## config.mk

```make
export PLATFORM = sky130hd
export DESIGN_NAME = priority_time_slice_scheduler
export DESIGN_NICKNAME = d
export VERILOG_FILES = /design/src/rtl/ptss_pkg.sv /design/src/rtl/priority_time_slice_scheduler.sv /design/src/rtl/ptss_core.sv
export SDC_FILE = /design/constraint.sdc
export NUM_CORES = 1
export LEC_CHECK = 0
export ABC_AREA = 1
export BUFFER_PORTS_ARGS = -buffer_cell sky130_fd_sc_hd__buf_2
export CORE_ASPECT_RATIO = 1.5
export CORE_UTILIZATION = 45
export DETAILED_ROUTE_END_ITERATION = 16
export PLACE_DENSITY_LB_ADDON = 0.15
export SETUP_SLACK_MARGIN = 0.5
export SYNTH_ARGS = -nofsm -noshare
export SYNTH_HDL_FRONTEND = slang
export SYNTH_SLANG_ARGS = --single-unit
```

## constraint.sdc

```tcl
create_clock -name clock -period 4.15 [get_ports clock]
set_clock_uncertainty 0.05 [all_clocks]
set_input_delay 0.83 -clock clock [delete_from_list [all_inputs] [get_ports clock]]
set_output_delay 0.83 -clock clock [all_outputs]
set_load 0.01 [all_outputs]
```

## src/rtl/ptss_pkg.sv

```systemverilog
`default_nettype none
package ptss_pkg;

   localparam int IdWidth    = 16;
   localparam int PriWidth   = 8;
   localparam int SliceWidth = 8;
   localparam int UsedWidth  = 32;

   // Slice length that the block starts with after reset.
   localparam logic [SliceWidth-1:0] SliceLengthReset = 8'd3;

   typedef enum logic [1:0] {
      TASK_READY   = 2'd0,
      TASK_RUNNING = 2'd1,
      TASK_BLOCKED = 2'd2
   } task_state_type;

   typedef enum logic [2:0] {
      OP_TICK      = 3'd0,
      OP_YIELD     = 3'd1,
      OP_CREATE    = 3'd2,
      OP_TERMINATE = 3'd3,
      OP_BLOCK     = 3'd4,
      OP_UNBLOCK   = 3'd5
   } op_type;

   typedef enum logic [1:0] {
      STATUS_OK      = 2'd0,
      STATUS_FULL    = 2'd1,
      STATUS_NOEFFECT = 2'd2,
      STATUS_KERNEL  = 2'd3
   } status_type;

endpackage
`default_nettype wire

```

## src/rtl/priority_time_slice_scheduler.sv

```systemverilog
`default_nettype none
// Priority time-slice task scheduler. Each request transaction carries one
// operation (tick, yield, create, terminate, block, unblock) and produces exactly one
// response transaction. A single sequencer walks the task table one entry per clock
// with one shared compare unit, and a create scans the table anew for each candidate
// id that clashes. The block takes no new request while an operation is in progress
// or while its response waits, so the next request can be taken in the cycle after
// the response transaction is accepted. The slice length register must be written
// over the csr channel only while the block is idle, a rule for the user that the
// block itself does not enforce.
module priority_time_slice_scheduler
   import ptss_pkg::*;
#(
   parameter int MAX_TASKS = 16
) (
   input  wire logic        clock,
   input  wire logic        reset,
   input  wire logic        csr_valid,
   output logic             csr_ready,
   input  wire logic [7:0]  csr_slice_length,
   input  wire logic        req_valid,
   output logic             req_stall,
   input  wire logic [2:0]  req_operation,
   input  wire logic [15:0] req_task_id,
   input  wire logic [7:0]  req_task_priority,
   output logic             rsp_valid,
   input  wire logic        rsp_stall,
   output logic [1:0]       rsp_status,
   output logic [15:0]      rsp_new_id,
   output logic             rsp_switched,
   output logic [$clog2(MAX_TASKS)-1:0]   rsp_previous_index,
   output logic [$clog2(MAX_TASKS)-1:0]   rsp_current_index,
   output logic [15:0]      rsp_current_id,
   output logic [$clog2(MAX_TASKS+1)-1:0] rsp_task_count
);

   localparam int IW = $clog2(MAX_TASKS);
   localparam int CW = $clog2(MAX_TASKS + 1);

   logic [7:0]    slice_ff;
   logic          busy;
   logic          done;
   logic          start;
   logic [1:0]    status;
   logic [15:0]   new_id;
   logic          switched;
   logic [IW-1:0] prev_idx;
   logic [IW-1:0] cur_idx;
   logic [15:0]   cur_id;
   logic [CW-1:0] count;
   logic          pend_ff;

   assign csr_ready = 1'b1;
   assign req_stall = busy || pend_ff;
   assign start     = req_valid && !req_stall;

   always_ff @(posedge clock) begin
      if (reset) begin
         slice_ff <= SliceLengthReset;
         pend_ff  <= 1'b0;
      end else begin
         if (csr_valid) slice_ff <= csr_slice_length;
         // The response register holds until the consumer takes the transaction.
         if (done) pend_ff <= 1'b1;
         else if (!rsp_stall) pend_ff <= 1'b0;
      end
   end

   ptss_core #(.MAX_TASKS(MAX_TASKS), .IW(IW), .CW(CW)) u_core (
      .clock, .reset,
      .slice_length(slice_ff),
      .start, .op(req_operation), .tid(req_task_id), .pri(req_task_priority),
      .busy, .done, .status, .new_id, .switched,
      .previous_index(prev_idx), .current_index(cur_idx), .current_id(cur_id),
      .task_count(count)
   );

   assign rsp_valid          = pend_ff;
   assign rsp_status         = status;
   assign rsp_new_id         = new_id;
   assign rsp_switched       = switched;
   assign rsp_previous_index = prev_idx;
   assign rsp_current_index  = cur_idx;
   assign rsp_current_id     = cur_id;
   assign rsp_task_count     = count;

endmodule
`default_nettype wire

```

## src/rtl/ptss_core.sv

```systemverilog
`default_nettype none
// Sequencer with one shared compare unit that walks the task table one entry per cycle.
module ptss_core
   import ptss_pkg::*;
#(
   parameter int MAX_TASKS = 16,
   parameter int IW = $clog2(MAX_TASKS),
   parameter int CW = $clog2(MAX_TASKS + 1)
) (
   input  wire logic                  clock,
   input  wire logic                  reset,
   input  wire logic [SliceWidth-1:0] slice_length,
   input  wire logic                  start,
   input  wire logic [2:0]            op,
   input  wire logic [IdWidth-1:0]    tid,
   input  wire logic [PriWidth-1:0]   pri,
   output logic                       busy,
   output logic                       done,
   output logic [1:0]                 status,
   output logic [IdWidth-1:0]         new_id,
   output logic                       switched,
   output logic [IW-1:0]              previous_index,
   output logic [IW-1:0]              current_index,
   output logic [IdWidth-1:0]         current_id,
   output logic [CW-1:0]              task_count
);

   typedef enum logic [3:0] {
      S_IDLE, S_FIND, S_FIND_DONE, S_TICK, S_PICK, S_PICK_DONE,
      S_ALLOC, S_SHIFT, S_READ_ID, S_DONE
   } fsm_type;

   logic [IdWidth-1:0]    id_mem    [MAX_TASKS];
   logic [1:0]            st_mem    [MAX_TASKS];
   logic [PriWidth-1:0]   pri_mem   [MAX_TASKS];
   logic [SliceWidth-1:0] slice_mem [MAX_TASKS];
   logic [UsedWidth-1:0]  used_mem  [MAX_TASKS];

   fsm_type              fsm_ff;
   logic [CW-1:0]        count_ff;
   logic [IW-1:0]        run_ff;
   logic [IdWidth-1:0]   free_ff;
   logic [2:0]           op_ff;
   logic [IdWidth-1:0]   tid_ff;
   logic [PriWidth-1:0]  pri_ff;
   logic [CW-1:0]        scan_ff;
   logic [IW-1:0]        pos_ff;
   logic                 found_ff;
   logic [IW-1:0]        best_ff;
   logic [PriWidth-1:0]  best_pri_ff;
   logic [IdWidth-1:0]   cand_ff;
   logic [1:0]           status_ff;
   logic [IdWidth-1:0]   new_id_ff;
   logic                 sw_ff;
   logic [IW-1:0]        prev_ff;
   logic [IdWidth-1:0]   cur_id_ff;

   logic [CW-1:0] pos_ext;
   logic [CW-1:0] pos_inc;
   logic [IW-1:0] pos_next;
   logic [CW-1:0] run_ext;
   logic [CW-1:0] run_inc;
   logic [IW-1:0] run_next;
   logic [IdWidth-1:0] cand_inc;

   assign pos_ext  = CW'(pos_ff);
   assign pos_inc  = pos_ext + CW'(1);
   assign pos_next = (pos_inc >= count_ff) ? IW'(0) : pos_inc[IW-1:0];
   assign run_ext  = CW'(run_ff);
   assign run_inc  = run_ext + CW'(1);
   assign run_next = (run_inc >= count_ff) ? IW'(0) : run_inc[IW-1:0];
   assign cand_inc = (cand_ff == '1) ? IdWidth'(1) : cand_ff + IdWidth'(1);

   assign busy           = (fsm_ff != S_IDLE);
   assign done           = (fsm_ff == S_DONE);
   assign status         = status_ff;
   assign new_id         = new_id_ff;
   assign switched       = sw_ff;
   assign previous_index = prev_ff;
   assign current_index  = run_ff;
   assign current_id     = cur_id_ff;
   assign task_count     = count_ff;

   always_ff @(posedge clock) begin
      if (reset) begin
         fsm_ff        <= S_IDLE;
         count_ff      <= CW'(1);
         run_ff        <= '0;
         free_ff       <= IdWidth'(1);
         id_mem[0]     <= '0;
         st_mem[0]     <= TASK_RUNNING;
         pri_mem[0]    <= '0;
         slice_mem[0]  <= SliceLengthReset;
         used_mem[0]   <= '0;
      end else begin
         case (fsm_ff)
            S_IDLE: begin
               if (start) begin
                  op_ff     <= op;
                  tid_ff    <= tid;
                  pri_ff    <= pri;
                  prev_ff   <= run_ff;
                  new_id_ff <= '0;
                  sw_ff     <= 1'b0;
                  scan_ff   <= '0;
                  pos_ff    <= '0;
                  found_ff  <= 1'b0;
                  cand_ff   <= free_ff;
                  case (op)
                     OP_TICK: begin
                        status_ff <= STATUS_OK;
                        fsm_ff    <= S_TICK;
                     end
                     OP_YIELD: begin
                        if (st_mem[run_ff] == TASK_RUNNING) st_mem[run_ff] <= TASK_READY;
                        slice_mem[run_ff] <= '0;
                        status_ff <= STATUS_OK;
                        fsm_ff <= S_TICK;
                     end
                     OP_CREATE: begin
                        if (count_ff >= CW'(MAX_TASKS)) begin
                           status_ff <= STATUS_FULL;
                           fsm_ff    <= S_READ_ID;
                        end else begin
                           status_ff <= STATUS_OK;
                           fsm_ff <= S_ALLOC;
                        end
                     end
                     OP_TERMINATE: begin
                        if (tid == '0) begin
                           status_ff <= STATUS_KERNEL;
                           fsm_ff    <= S_READ_ID;
                        end else begin
                           status_ff <= STATUS_OK;
                           fsm_ff <= S_FIND;
                        end
                     end
                     OP_BLOCK, OP_UNBLOCK: begin
                        status_ff <= STATUS_OK;
                        fsm_ff    <= S_FIND;
                     end
                     default: begin
                        status_ff <= STATUS_NOEFFECT;
                        fsm_ff    <= S_READ_ID;
                     end
                  endcase
               end
            end
            // Linear search for the first entry holding tid_ff.
            S_FIND: begin
               if (scan_ff >= count_ff) begin
                  status_ff <= STATUS_NOEFFECT;
                  fsm_ff    <= S_READ_ID;
               end else if (id_mem[scan_ff[IW-1:0]] == tid_ff) begin
                  pos_ff <= scan_ff[IW-1:0];
                  fsm_ff <= S_FIND_DONE;
               end else begin
                  scan_ff <= scan_ff + CW'(1);
               end
            end
            S_FIND_DONE: begin
               if (op_ff == OP_TERMINATE) begin
                  fsm_ff <= S_SHIFT;
               end else if (op_ff == OP_BLOCK) begin
                  if (st_mem[pos_ff] == TASK_RUNNING) st_mem[pos_ff] <= TASK_BLOCKED;
                  else status_ff <= STATUS_NOEFFECT;
                  fsm_ff <= S_READ_ID;
               end else begin
                  if (st_mem[pos_ff] == TASK_BLOCKED) st_mem[pos_ff] <= TASK_READY;
                  else status_ff <= STATUS_NOEFFECT;
                  fsm_ff <= S_READ_ID;
               end
            end
            // Close the gap one entry per cycle.
            S_SHIFT: begin
               if (pos_inc < count_ff) begin
                  id_mem[pos_ff]    <= id_mem[pos_inc[IW-1:0]];
                  st_mem[pos_ff]    <= st_mem[pos_inc[IW-1:0]];
                  pri_mem[pos_ff]   <= pri_mem[pos_inc[IW-1:0]];
                  slice_mem[pos_ff] <= slice_mem[pos_inc[IW-1:0]];
                  used_mem[pos_ff]  <= used_mem[pos_inc[IW-1:0]];
                  pos_ff <= pos_inc[IW-1:0];
               end else begin
                  count_ff <= count_ff - CW'(1);
                  if (run_ext >= count_ff - CW'(1)) run_ff <= '0;
                  else if (run_ext > scan_ff) run_ff <= run_ff - IW'(1);
                  fsm_ff <= S_READ_ID;
               end
            end
            // Candidate id probe: scan the table for a clash, bump on hit.
            S_ALLOC: begin
               if (scan_ff >= count_ff) begin
                  id_mem[count_ff[IW-1:0]]    <= cand_ff;
                  st_mem[count_ff[IW-1:0]]    <= TASK_READY;
                  pri_mem[count_ff[IW-1:0]]   <= pri_ff;
                  slice_mem[count_ff[IW-1:0]] <= slice_length;
                  used_mem[count_ff[IW-1:0]]  <= '0;
                  count_ff  <= count_ff + CW'(1);
                  free_ff   <= cand_inc;
                  new_id_ff <= cand_ff;
                  fsm_ff    <= S_READ_ID;
               end else if (id_mem[scan_ff[IW-1:0]] == cand_ff) begin
                  cand_ff <= cand_inc;
                  scan_ff <= '0;
               end else begin
                  scan_ff <= scan_ff + CW'(1);
               end
            end
            S_TICK: begin
               if (count_ff <= CW'(1) || run_ext >= count_ff) begin
                  fsm_ff <= S_READ_ID;
               end else begin
                  if (slice_mem[run_ff] != '0) begin
                     slice_mem[run_ff] <= slice_mem[run_ff] - SliceWidth'(1);
                     used_mem[run_ff]  <= used_mem[run_ff] + UsedWidth'(1);
                  end
                  if (slice_mem[run_ff] > SliceWidth'(1) && st_mem[run_ff] == TASK_RUNNING) begin
                     fsm_ff <= S_READ_ID;
                  end else begin
                     pos_ff  <= run_next;
                     scan_ff <= '0;
                     fsm_ff  <= S_PICK;
                  end
               end
            end
            // Wrapping priority scan: one compare per cycle.
            S_PICK: begin
               if (scan_ff >= count_ff) begin
                  fsm_ff <= S_PICK_DONE;
               end else begin
                  if (st_mem[pos_ff] == TASK_READY &&
                      (!found_ff || pri_mem[pos_ff] < best_pri_ff)) begin
                     found_ff    <= 1'b1;
                     best_ff     <= pos_ff;
                     best_pri_ff <= pri_mem[pos_ff];
                  end
                  pos_ff  <= pos_next;
                  scan_ff <= scan_ff + CW'(1);
               end
            end
            S_PICK_DONE: begin
               slice_mem[run_ff] <= slice_length;
               if (found_ff ? (best_ff != run_ff)
                            : (st_mem[run_ff] != TASK_RUNNING && run_ff != '0)) begin
                  if (st_mem[run_ff] == TASK_RUNNING) st_mem[run_ff] <= TASK_READY;
                  if (found_ff) begin
                     slice_mem[best_ff] <= slice_length;
                     st_mem[best_ff]    <= TASK_RUNNING;
                     run_ff             <= best_ff;
                  end else begin
                     slice_mem[0] <= slice_length;
                     st_mem[0]    <= TASK_RUNNING;
                     run_ff       <= '0;
                  end
                  sw_ff <= 1'b1;
               end
               fsm_ff <= S_READ_ID;
            end
            S_READ_ID: begin
               cur_id_ff <= id_mem[run_ff];
               fsm_ff    <= S_DONE;
            end
            S_DONE: begin
               fsm_ff <= S_IDLE;
            end
            default: fsm_ff <= S_IDLE;
         endcase
      end
   end

endmodule
`default_nettype wire

```

==> results.toml <==
[cells_and_area]
syn_to_final_growth_pct = 13.9
drive_gt1_share_pct = 11.5
fill_cells = 8054
design_area_um2 = 45000
final_net_count = 4811

[pwr]
peakVddDrop_uv = 474
total_power_mw = 29.2
leakage_nw = 16.3
p_per_area_nw_per_um2 = 650

[timing]
finalHoldViolations = 0
timing.setup.tns_ns = 0
fmax_ghz = 0.284
relSlewSlack_pct = 17.7
rsz0062_at_grt = "true"
fin_crit_ns = 3.52
worstMarginPinSlew_ns = 1.23
slew_violations = 0
period_share_pct = 84.9
finalSetupViolCount = 0

[floorplanning]
start_util_pct = 45.6
die_x_um = 244
die_h_um = 365
ios = 91
dieArea_um2 = 88900
core_um2 = 86500
row_count = 132

[routing]
drt_first_pass_iters = 8
vias_per_cell = 6.06
ant_nets = 0
drt_wl_total_mm = 145
vias = 35900
drt_iter0_drc = 3457
drc = 0
wire_per_inst_um = 24.5

[synthesis]
yosys_register_bits = 698
async_flop_share_pct = 0
yosysWarnings = 0
synth-seq-area-share_pct = 51.0
postSynthAreaPerCell_um2 = 8.44
synth_cell_type_count = 60
syn_area_um2 = 39500
yosys_most_used_dff = "edfxtp_1"
syn_inst = 4678
synth_edf_count = 616
syn_nets = 4766

[placed_design]
place_congestion = 0.943
place_area_um2 = 42000
numPortBuffers = 89
post-dp-hpwl_mm = 92.4

[clocking]
cts_buffers = 75
clock_latency_ns = 0.68
clock_path_buffers = 3
clock-sinks = 698
root_buffer = "clkbuf_16"
clk_pin_slew_ns = 0.07
cts_hold_buf = 0
htree_levels = 3
tritoncts = "built"

[worst_setup_path]
crit_required_ns = 4.39
path_max_fanout = 18
crit_path_end_kind = "register"
critPathKind = "reg2reg"
cp-start-kind = "register"
arrival_ns = 3.77

[grt]
grt_max_degree = 145
grt_pass1_vias = 34200
grt_pass1_wl_mm = 211
grt_antenna_before_repair = 2
gr-total-overflow = 0
grt_usage_pct = 32.0

[status]
status = "finished, final reports clean"

[hold_path]
hp-class = "in2reg"

[job]
max-cap-violations = 0
[per-layer routing]
metal  track usage, %  up-vias  part of all wire [%]
li1                 -    16500                     -
met1             35.4    17100                    35
met2             54.6     1767                    49
met3             5.19      498                   7.7
met4             25.2        2                   8.4
met5                0        -                0.0090
[area by class of cell]
class / count / area, µm² / area share [%]
Antenna cell: 1 / 2.50 / 0.00557
Clock buffer: 91 / 1970 / 4.38
Clock inverter: 45 / 419 / 0.932
Inverter: 330 / 1250 / 2.79
Multi-Input combinational cell: 3323 / 17100 / 38.1
Sequential cell: 698 / 20200 / 44.8
Tap cell: 1139 / 1430 / 3.17
Timing Repair Buffer: 295 / 2600 / 5.78
[stage by stage]
stage | hold WS [ns] | setup WS [ns] | util [%] | std cells
6_report | 0.298 | 0.628 | 51.9 | 5922
5_1_grt | 0.288 | 0.467 | 51.9 | 5921
4_1_cts | 0.263 | 0.420 | 51.4 | 5896
3_5_place_dp | 0.391 | 0.427 | 48.5 | 5760
3_3_place_gp | 0.388 | 0.448 | 48.5 | 5760
2_1_floorplan | 0.376 | 0.418 | - | 4678
[cell usage after synthesis, drive strengths merged, types with 53 or more instances]
cell    number  share of area, %
edfxtp     616                47
clkbuf     194               1.9
inv        323               3.1
nor2       587               5.8
buf        133               1.9
o221ai      76               1.7
a21oi      293               3.7
xor2        53               1.2
dfxtp       82               4.2
o211ai     141               2.7
o21ai      779                10
nand2      845               8.1
nand3      305               3.9
[logic make-up after synthesis]
logic type,count (synthesis),share of synthesized area (%)
and+or+nand+nor,1821,19.1
AOI/OAI and AO/OA,1393,20.0
DFF,698,51.0
buffers and inverters,657,6.93
xor gates and xnor gates,60,1.33
adders and majority gates,48,1.52
other,1,0.00950
[critical path: stages (launching register included)]
cell      delay, ns
edfxtp_1       0.50
ha_4           0.23
xor2_4         0.15
ha_1           0.29
a21oi_1        0.12
or2_0          0.12
nand3_1        0.12
nor2_2         0.15
nand2_2        0.09
inv_2          0.14
a21oi_1        0.12
inv_1          0.12
nand2_1        0.28
nor2_4         0.20
buf_4          0.41
[report_power, final]
part / switching [mW] / leakage (nW) / internal, mW
logic: 9.81 / 9.48 / 4.12
registers: 0.430 / 5.64 / 8.15
clock network: 2.93 / 1.17 / 3.78
total: 13.2 / 16.3 / 16.0
[layout by cell type (no fill, tap or decap), drive strengths merged, types with 3 or more instances in the layout]
master    synthesis  routed
a32oi             3       3
buf             133     293
o21ai           779     779
inv             323     328
nand3b            4       4
a21boi            5       5
a211oi           19      19
o22ai            41      41
clkinv            7      37
a221oi            3       3
xor2             53      53
clkinvlp          0       4
a31oi             3       3
edfxtp          616     616
clkbuf          194      93
o31ai             9       9
nor4              7       7
and3              3       3
ha               48      48
o211ai          141     141
nor2            587     587
dfxtp            82      82
a311oi            3       3
nand3           305     305
xnor2             7       7
nand4            34      34
o32ai             8       8
o221ai           76      76
o21a              3       3
bufinv            0       6
nand2           845     845
a21oi           293     293
or2               5       5
nor3             29      29
[registers in the layout, indices dropped and copies added, names as in the netlist, 2 cells and up, named ones only]
signal	count
u_core.previous_index	4
u_core.cand_ff	16
u_core.pri_mem	128
u_core.new_id	16
u_core.scan_ff	5
u_core.pos_ff	4
u_core.op_ff	3
u_core.pri_ff	8
slice_ff	8
u_core.best_ff	4
u_core.id_mem	256
u_core.task_count	5
u_core.tid_ff	16
u_core.free_ff	16
u_core.current_id	16
u_core.status	2
u_core.current_index	4
u_core.fsm_ff	4
u_core.st_mem	32
u_core.slice_mem	128
u_core.best_pri_ff	8
[final timing paths]
check                                     startpoint                    to  slack, ns  cells after the start
worst max register to register      u_core.pos_ff[0]  u_core.pri_mem[5][6]       0.63                     14
worst min register to register     u_core.free_ff[0]     u_core.free_ff[0]       0.40                      2
worst max-delay path                u_core.pos_ff[0]  u_core.pri_mem[5][6]       0.63                     14
worst min-delay path            req_task_priority[3]      u_core.pri_ff[3]       0.30                      1
[what timing repair did]
action                                 4_1_cts  5_1_grt
gates resized for setup                     10       41
setup endpoints to repair                  135      398
pin swaps                                    0       17
endpoints found under the hold margin        0        0
buffers inserted                             0       25
Power figures use the tool's default switching activity.
